`src/design/mbft_pkg.sv`:
```
// Shared constants, types and the divider step function for the metaball field block.
`default_nettype none
package mbft_pkg;
    localparam int FRAC_BITS  = 4;
    localparam int PX_W       = 6;
    localparam int PY_W       = 5;
    localparam int CX_W       = 10;
    localparam int CY_W       = 9;
    localparam int WGT_W      = 8;
    localparam int BLOB_W     = 27;
    localparam int SUM_W      = 17;
    localparam int SQ_W       = 2 * CX_W + 1;
    localparam int D2_W       = 13;
    localparam int NUM_W      = 16;
    localparam int REM_W      = D2_W + 1;
    localparam int DIV_STEPS  = 4;
    localparam int DIV_STAGES = NUM_W / DIV_STEPS;
    localparam int MAX_BLOBS  = 5;
    localparam int IDX_W      = 3;
    localparam int DIST_LAT   = 3;

    localparam logic [IDX_W-1:0] REG_CORE = 3'd5;
    localparam logic [IDX_W-1:0] REG_GLOW = 3'd6;

    localparam logic [SUM_W-1:0] SUM_MAX        = 17'h1FFFF;
    localparam logic [SUM_W-1:0] CORE_TH_RESET  = 17'd1400;
    localparam logic [SUM_W-1:0] GLOW_TH_RESET  = 17'd900;
    localparam logic [15:0]      COLOUR_CORE    = 16'hF9E0;
    localparam logic [15:0]      COLOUR_GLOW    = 16'h7940;
    localparam logic [15:0]      COLOUR_BACK    = 16'h0004;

    localparam logic [BLOB_W-1:0] BLOB_RESET [MAX_BLOBS] = '{
        27'd47448576, 27'd31719936, 27'd57934336, 27'd23855616, 27'd39584256
    };

    typedef enum logic [1:0] {
        LVL_BACK = 2'd0,
        LVL_GLOW = 2'd1,
        LVL_CORE = 2'd2
    } t_level;

    // Partial remainder plus a shift register: dividend bits leave at the top,
    // quotient bits enter at the bottom.
    typedef struct packed {
        logic [REM_W-1:0] rem;
        logic [NUM_W-1:0] num;
    } t_div_state;

    // Several restoring-division steps.
    function automatic t_div_state div_steps(input t_div_state s,
                                             input logic [D2_W-1:0] den);
        t_div_state       r;
        logic [REM_W-1:0] trial;
        r = s;
        for (int k = 0; k < DIV_STEPS; k++) begin
            trial = {r.rem[REM_W-2:0], r.num[NUM_W-1]};
            r.num = {r.num[NUM_W-2:0], 1'b0};
            if (trial >= {1'b0, den}) begin
                r.rem    = trial - {1'b0, den};
                r.num[0] = 1'b1;
            end else begin
                r.rem = trial;
            end
        end
        return r;
    endfunction
endpackage
`default_nettype wire

```
`src/design/mbft_dist.sv`:
```
// Per-blob distance lane: offsets, squares, then scaled squared distance plus one.
`default_nettype none
module mbft_dist
    import mbft_pkg::*;
(
    input  wire logic              i_clk,
    input  wire logic              i_en,
    input  wire logic [PX_W-1:0]   i_px,
    input  wire logic [PY_W-1:0]   i_py,
    input  wire logic [BLOB_W-1:0] i_blob,
    output logic      [D2_W-1:0]   o_d2,
    output logic      [NUM_W-1:0]  o_num
);
    logic [CX_W-1:0]    w_cx, w_pxs;
    logic [CY_W-1:0]    w_cy, w_pys;
    logic [WGT_W-1:0]   w_wgt;
    logic [CX_W-1:0]    r_dx;
    logic [CY_W-1:0]    r_dy;
    logic [WGT_W-1:0]   r_wgt1, r_wgt2, r_wgt3;
    logic [2*CX_W-1:0]  r_sqx;
    logic [2*CY_W-1:0]  r_sqy;
    logic [SQ_W-1:0]    w_sq;
    logic [D2_W-1:0]    r_d2;

    assign w_cx  = i_blob[CX_W-1:0];
    assign w_cy  = i_blob[CX_W+CY_W-1:CX_W];
    assign w_wgt = i_blob[BLOB_W-1:CX_W+CY_W];
    assign w_pxs = {i_px, {FRAC_BITS{1'b0}}};
    assign w_pys = {i_py, {FRAC_BITS{1'b0}}};
    assign w_sq  = {1'b0, r_sqx} + {{(SQ_W-2*CY_W){1'b0}}, r_sqy};

    // Stage 1: absolute offsets; stage 2: squares; stage 3: d2
    always_ff @(posedge i_clk) begin
        if (i_en) begin
            r_dx   <= (w_pxs >= w_cx) ? (w_pxs - w_cx) : (w_cx - w_pxs);
            r_dy   <= (w_pys >= w_cy) ? (w_pys - w_cy) : (w_cy - w_pys);
            r_wgt1 <= w_wgt;
            r_sqx  <= r_dx * r_dx;
            r_sqy  <= r_dy * r_dy;
            r_wgt2 <= r_wgt1;
            r_d2   <= w_sq[2*FRAC_BITS+D2_W-1:2*FRAC_BITS] + 1'b1;
            r_wgt3 <= r_wgt2;
        end
    end

    assign o_d2  = r_d2;
    assign o_num = {r_wgt3, 8'd0};
endmodule
`default_nettype wire

```
`config.mk`:
```
export PLATFORM = sky130hd
export DESIGN_NAME = mbft_dist
export DESIGN_NICKNAME = d
export VERILOG_FILES = /design/src/design/mbft_pkg.sv /design/src/design/mbft_dist.sv
export SDC_FILE = /design/constraint.sdc
export NUM_CORES = 1
export LEC_CHECK = 0
export ABC_AREA = 1
export BUFFER_PORTS_ARGS = -buffer_cell sky130_fd_sc_hd__buf_2
export CORE_ASPECT_RATIO = 1.25
export CORE_MARGIN = 1.5
export CORE_UTILIZATION = 50
export DETAILED_ROUTE_END_ITERATION = 10
export PLACE_DENSITY = 0.68
export SETUP_SLACK_MARGIN = 0.3
export SYNTH_ARGS = -nofsm -noshare
export SYNTH_HDL_FRONTEND = slang
export SYNTH_SLANG_ARGS = --single-unit
```
`constraint.sdc`:
```
create_clock -name i_clk -period 13.4 [get_ports i_clk]
set_input_delay 1.34 -clock i_clk [delete_from_list [all_inputs] [get_ports i_clk]]
set_output_delay 1.34 -clock i_clk [all_outputs]
set_load 0.1 [all_outputs]
```
==> flow_summary_export.csv, run 1 <==
group,metric,value,unit
yosys,synth_most_common_cell,"inv_1",
yosys,synthCells,1152,
worst_setup_path,rr_startpoint,"r_dx[7]",
detailed_routing,first_pass_iters,4,
timing,setup_tns,0,ns
finish,num_antenna_cells,0,
yosys,synthTopCellsByArea,"edfxtp_1 (28%), fa_1 (17%), ha_1 (15%), inv_1 (11%), nand2_1 (10%)",
global_routing,grt_overflow_total,0,
timing,max_freq,198,MHz
worst_setup_path,cp-end-kind,"flip-flop",
timing,skew,0.00913,ns
global_routing,grt_util_all_layers,0.183,
timing,finalSetupViolCount,0,
clock_tree,cts_sinks,90,
yosys,yosys_warnings,0,
finish,drive_above_1_share,0.0763,
floorplanning,coreArea,19300,sq um
clock_tree,cts-hold-fix-buffers,0,
worst_setup_path,reg2reg_slack,8.36,ns
worst_setup_path,path_max_fanout,14,
yosys,synth_seq_area_share,0.277,
finish,fin_cells,1470,
worst_setup_path,worst-r2r-cell-count,17,
job,drv_cap,0,
timing,worst_slew_pin_slew,1.03,ns
clock_tree,insertion_delay,0.35,ns
detailed_routing,wl_per_cell,11.7,um
timing,min_period_over_period,0.376,
yosys,syn_avg_cell_area,8.48,sq um
floorplanning,dieHeight,159,um
global_routing,grt_pass1_vias,6945,
yosys,synthArstFlopShare,0,
detailed_routing,drc,0,
floorplanning,initial_core_util,0.506,
yosys,yosys.area.top_type_share,0.277,
timing,period_minus_slack,5.04,ns
yosys,synth-edff-count,90,
yosys,syn_area,9770,sq um
finish,finalNetCount,1441,
yosys,yosysUniqueCellTypes,36,
clock_tree,htree_levels,3,
global_routing,grt_pass1_wl,30200,um
detailed_routing,num_vias,7012,
timing,rsz0062_at_grt,"no",
yosys,synth_area_leader_cell,"edfxtp_1",
yosys,synthFlopType,"edfxtp_1",
clock_tree,post_cts_buffers,0,
clock_tree,worst_setup_hold_path_clk_slew,0.07,ns
timing,hold_viol,0,
worst_setup_path,crit_path_start,"r_dx[7]",
yosys,yosys-top-cells-count,"inv_1 (279), nand2_1 (268), ha_1 (117)",
clock_tree,numCtsBuffers,9,
placement,port_buffers,60,
finish,area_growth,8.39,%
worst_setup_path,cp.required,13.49,ns
status,status,"finished clean",
worst_setup_path,path_class,"flip-flop to flip-flop",
placement,place_inst,1454,
worst_setup_path,cp-start-kind,"flip-flop",
min_path,hp-class,"flip-flop to flip-flop",
global_routing,grt_max_degree,84,
timing,maxSlewHeadroom,0.314,
detailed_routing,drtIter0Drc,317,
detailed_routing,viasPerCell,4.77,
worst_setup_path,crit_end,"r_sqx[13]",
clock_tree,tritoncts,"done",
yosys,ys_ff_latch,90,
placement,dp_hpwl,14600,um
floorplanning,rows,57,
placement,gp_congestion,0.896,
detailed_routing,routed_wl,17200,um
min_path,hold_depth,0,
detailed_routing,antenna_left,0,
floorplanning,die_x,128,um
timing,slew_viol_final,0,
worst_setup_path,cp_data_arrival_time,5.14,ns
clock_tree,cts_resized,0,
clock_tree,cts_root_buf,"clkbuf_16",
floorplanning,ios,69,
clock_tree,clock_path_buffers,2,
global_routing,grt_antenna_before_repair,0,
floorplanning,die_area,20400,sq um
worst_setup_path,r2r-end,"r_sqx[13]",
## cell families (layout without fill, tap and decap cells)
| family | count (synthesis) | after routing | share of synthesized area |
|---|---|---|---|
| adder cells (fa/ha/maj) | 201 | 201 | 0.322 |
| flip-flops | 90 | 90 | 0.277 |
| AND/OR/NAND/NOR | 383 | 383 | 0.162 |
| AO/OA/AOI/OAI | 101 | 101 | 0.0568 |
| other | 1 | 8 | 0.000384 |
| multiplexers | 1 | 1 | 0.00115 |
| XOR/XNOR | 65 | 65 | 0.0590 |
| buffers and inverters | 310 | 356 | 0.123 |
## per-stage QoR
step                setup slack, ns   util  hold WS (ns)  cell area, sq um
detailed placement             8.37  0.532         0.405             10300
floorplan                      8.56      -         0.400              9800
global placement               8.49  0.532         0.401             10300
global route                   8.03  0.548         0.432             10600
finish                         8.36  0.548         0.417             10600
CTS                            8.36  0.548         0.418             10600
## critical path, cell delays in order, from the launching register on
cell and delay (ns):
edfxtp_1 0.62, nand2_1 0.15, fa_1 0.48, fa_1 0.54
inv_1 0.05, fa_1 0.50, fa_1 0.54, inv_1 0.05
fa_1 0.53, inv_1 0.04, ha_1 0.34, nand2_1 0.11
o21ai_0 0.09, inv_1 0.06, nand2_1 0.06, a31oi_1 0.30
o21ai_0 0.15, xor2_1 0.16
## layout by cell type (no fill, tap or decap), drive strengths merged, types with 3 or more instances in the layout
| cell | n |
|---|---|
| edfxtp | 90 |
| xor2 | 41 |
| xnor2 | 24 |
| o31ai | 3 |
| o21bai | 3 |
| nand4 | 10 |
| a31oi | 3 |
| fa | 84 |
| nor2 | 47 |
| a21o | 5 |
| o21ai | 31 |
| nor3 | 6 |
| inv | 284 |
| nand2 | 272 |
| ha | 117 |
| clkbuf | 9 |
| buf | 61 |
| nand3 | 41 |
| a21oi | 50 |
| conb | 8 |
## sequential cells by signal, summed over array words and instances, names as in the netlist
| register | flops |
|---|---|
| o_d2 | 13 |
| r_dx | 10 |
| r_dy | 9 |
| r_sqx | 18 |
| r_sqy | 16 |
| r_wgt1 | 8 |
| r_wgt2 | 8 |
| r_wgt3 | 8 |
## layout make-up
class / instances / area (sq um)
Fill cell: 1847 / 8740
Multi-Input combinational cell: 759 / 5900
Inverter: 279 / 1050
Clock inverter: 7 / 76.3
Timing Repair Buffer: 61 / 310
Tap cell: 265 / 332
Sequential cell: 90 / 2700
Clock buffer: 9 / 225
## metal layers
layer,GRT usage,share of wire,wire length [um],vias to the layer above
li1,-,-,-,3643
met1,0.218,0.43,7350,3246
met2,0.338,0.53,9110,103
met3,0.0269,0.026,440,20
met4,0.0490,0.020,343,0
met5,0,0,0,-
## worst min-delay path by stage
| stage | start | end | slack (ns) |
|---|---|---|---|
| 2_1_floorplan | r_wgt1[0] | r_wgt2[0] | 0.40 |
| 3_3_place_gp | r_wgt1[3] | r_wgt2[3] | 0.40 |
| 3_5_place_dp | r_wgt2[4] | r_wgt3[4] | 0.40 |
| 4_1_cts | r_wgt2[6] | r_wgt3[6] | 0.42 |
| 5_1_grt | r_wgt2[6] | r_wgt3[6] | 0.43 |
| 6_report | r_wgt2[6] | r_wgt3[6] | 0.42 |
Power of run 1 is not shown: default switching activity piles up to over one toggle a cycle in this logic, so the estimate is an artifact.
==> run 2, diff against run 1 <==
Clock period 13.4 ns to 5.19 ns, I/O delays scaled along.
==> run 2 against run 1 <==
  * Clock skew fell by 0.0022 ns
  * Sequential cell count stayed put
  * Hold slack got worse by 0.078 ns
  * Non-clock buffer count up 35
  * Final cell count is 2.4% higher
  * Wire length increased by 5.2%
  * Via count rose by 2.7%
  * Largest cell class unchanged
==> flow_summary_export.csv, run 2 (same netlist as run 1, synthesis figures left out) <==
group,metric,value,unit
floorplanning,coreArea,19300,sq um
finish,fin_cells,1505,
worst_setup_path,rr_startpoint,"r_dx[1]",
clock_tree,htree_levels,3,
detailed_routing,antenna_left,0,
timing,setup_tns,0,ns
finish,area_growth,12.5,%
worst_setup_path,cp-start-kind,"flip-flop",
detailed_routing,first_pass_iters,4,
finish,drive_above_1_share,0.123,
clock_tree,tritoncts,"done",
finish,finalNetCount,1476,
finish,top_register,"r_sqx",
placement,port_buffers,60,
timing,max_freq,211,MHz
clock_tree,numCtsBuffers,9,
floorplanning,initial_core_util,0.506,
global_routing,grt_pass1_wl,30800,um
floorplanning,dieHeight,159,um
detailed_routing,drtIter0Drc,224,
timing,whs,0.339,ns
timing,slew_viol_final,0,
detailed_routing,viasPerCell,4.78,
timing,rsz0062_at_grt,"yes",
timing,period_minus_slack,4.74,ns
floorplanning,die_area,20400,sq um
worst_setup_path,worst-r2r-cell-count,18,
detailed_routing,wl_per_cell,12.1,um
worst_setup_path,cp.required,5.29,ns
min_path,holdPathEnd,"r_wgt1[0]",
floorplanning,ios,69,
placement,placed_area,10300,sq um
timing,maxSlewHeadroom,0.423,
global_routing,grt_max_degree,72,
placement,gp_congestion,0.922,
worst_setup_path,r2r-end,"r_sqx[18]",
global_routing,grt_antenna_before_repair,0,
finish,final_area,11000,sq um
clock_tree,insertion_delay,0.35,ns
placement,place_inst,1461,
finish,final_common_cell,"inv_1",
finish,largest_reg_flops,18,
clock_tree,cts_root_buf,"clkbuf_16",
detailed_routing,routed_wl,18100,um
finish,num_antenna_cells,0,
timing,worst_slew_pin_slew,0.865,ns
timing,hold_viol,0,
global_routing,grt_util_all_layers,0.187,
clock_tree,clock_path_buffers,2,
placement,dp_hpwl,14800,um
min_path,min_from,"i_blob[19]",
timing,finalSetupViolCount,0,
clock_tree,cts_sinks,90,
global_routing,grt_overflow_total,0,
timing,min_period_over_period,0.913,
min_path,hold_depth,1,
floorplanning,die_x,128,um
finish,final_cell_mix,"inv_1 (279), nand2_1 (264), ha_1 (112), edfxtp_1 (90), fa_1 (84)",
min_path,hp-class,"input pin to flip-flop",
worst_setup_path,path_max_fanout,4,
global_routing,grt_pass1_vias,7029,
status,status,"finished clean",
worst_setup_path,cp-end-kind,"flip-flop",
worst_setup_path,path_class,"flip-flop to flip-flop",
clock_tree,worst_setup_hold_path_clk_slew,0.07,ns
job,drv_cap,0,
timing,skew,0.00697,ns
detailed_routing,num_vias,7200,
worst_setup_path,reg2reg_slack,0.45,ns
detailed_routing,drc,0,
worst_setup_path,cp_data_arrival_time,4.84,ns
floorplanning,rows,57,
==> run 2: metrics by stage <==
stage               setup WS [ns]   util
finish                      0.453  0.569
global route                0.218  0.569
CTS                         0.350  0.554
detailed placement          0.235  0.535
global placement            0.342  0.535
floorplan                   0.354      -
==> run 2: worst max-delay path, stage by stage, from the launching register on <==
cell and delay, ns:
edfxtp_1 0.45, nand2_1 0.14, fa_1 0.46, fa_1 0.55, inv_1 0.05, fa_1 0.50
fa_1 0.54, inv_1 0.05, fa_1 0.53, inv_1 0.06, ha_4 0.29, nand2_1 0.10
nor2_2 0.13, nand3_1 0.10, nand3_2 0.11, nand2_1 0.09, nand2_2 0.13, a21oi_2 0.08
xor2_1 0.14
==> run 2: worst max-delay path by stage <==
stage / slack, ns / from / endpoint
6_report: 0.45 / r_dx[1] / r_sqx[18]
5_1_grt: 0.22 / r_dx[2] / r_sqx[18]
4_1_cts: 0.35 / r_dx[1] / r_sqx[16]
2_1_floorplan: 0.35 / r_dx[7] / r_sqx[13]
3_3_place_gp: 0.34 / r_dx[5] / r_sqx[13]
3_5_place_dp: 0.24 / r_dx[5] / r_sqx[13]
==> run 2: final cells by class <==
class	count	area [sq um]
inverter	279	1050
sequential	90	2700
tap	265	332
clock inverter	7	76.3
fill	1767	8330
clock buffer	9	225
multi-input combinational	759	6040
timing repair buffer	96	577
==> run 2: routing by layer <==
metal | share of wire | routed length, um | track usage | up-vias
met5 | 0 | 0 | 0 | -
met4 | 0.024 | 435 | 0.0628 | 0
met3 | 0.023 | 413 | 0.0272 | 21
met2 | 0.53 | 9690 | 0.353 | 105
met1 | 0.42 | 7600 | 0.212 | 3357
li1 | - | - | - | 3717
==> run 2: what timing repair did <==
item | CTS | global route
hold buffers | 0 | 0
gates cloned | 0 | 0
gates resized for setup | 1 | 36
pin swaps | 0 | 6
setup endpoints to repair | 2 | 11
buffers inserted | 8 | 20
Power of run 2 is left out for the same reason.
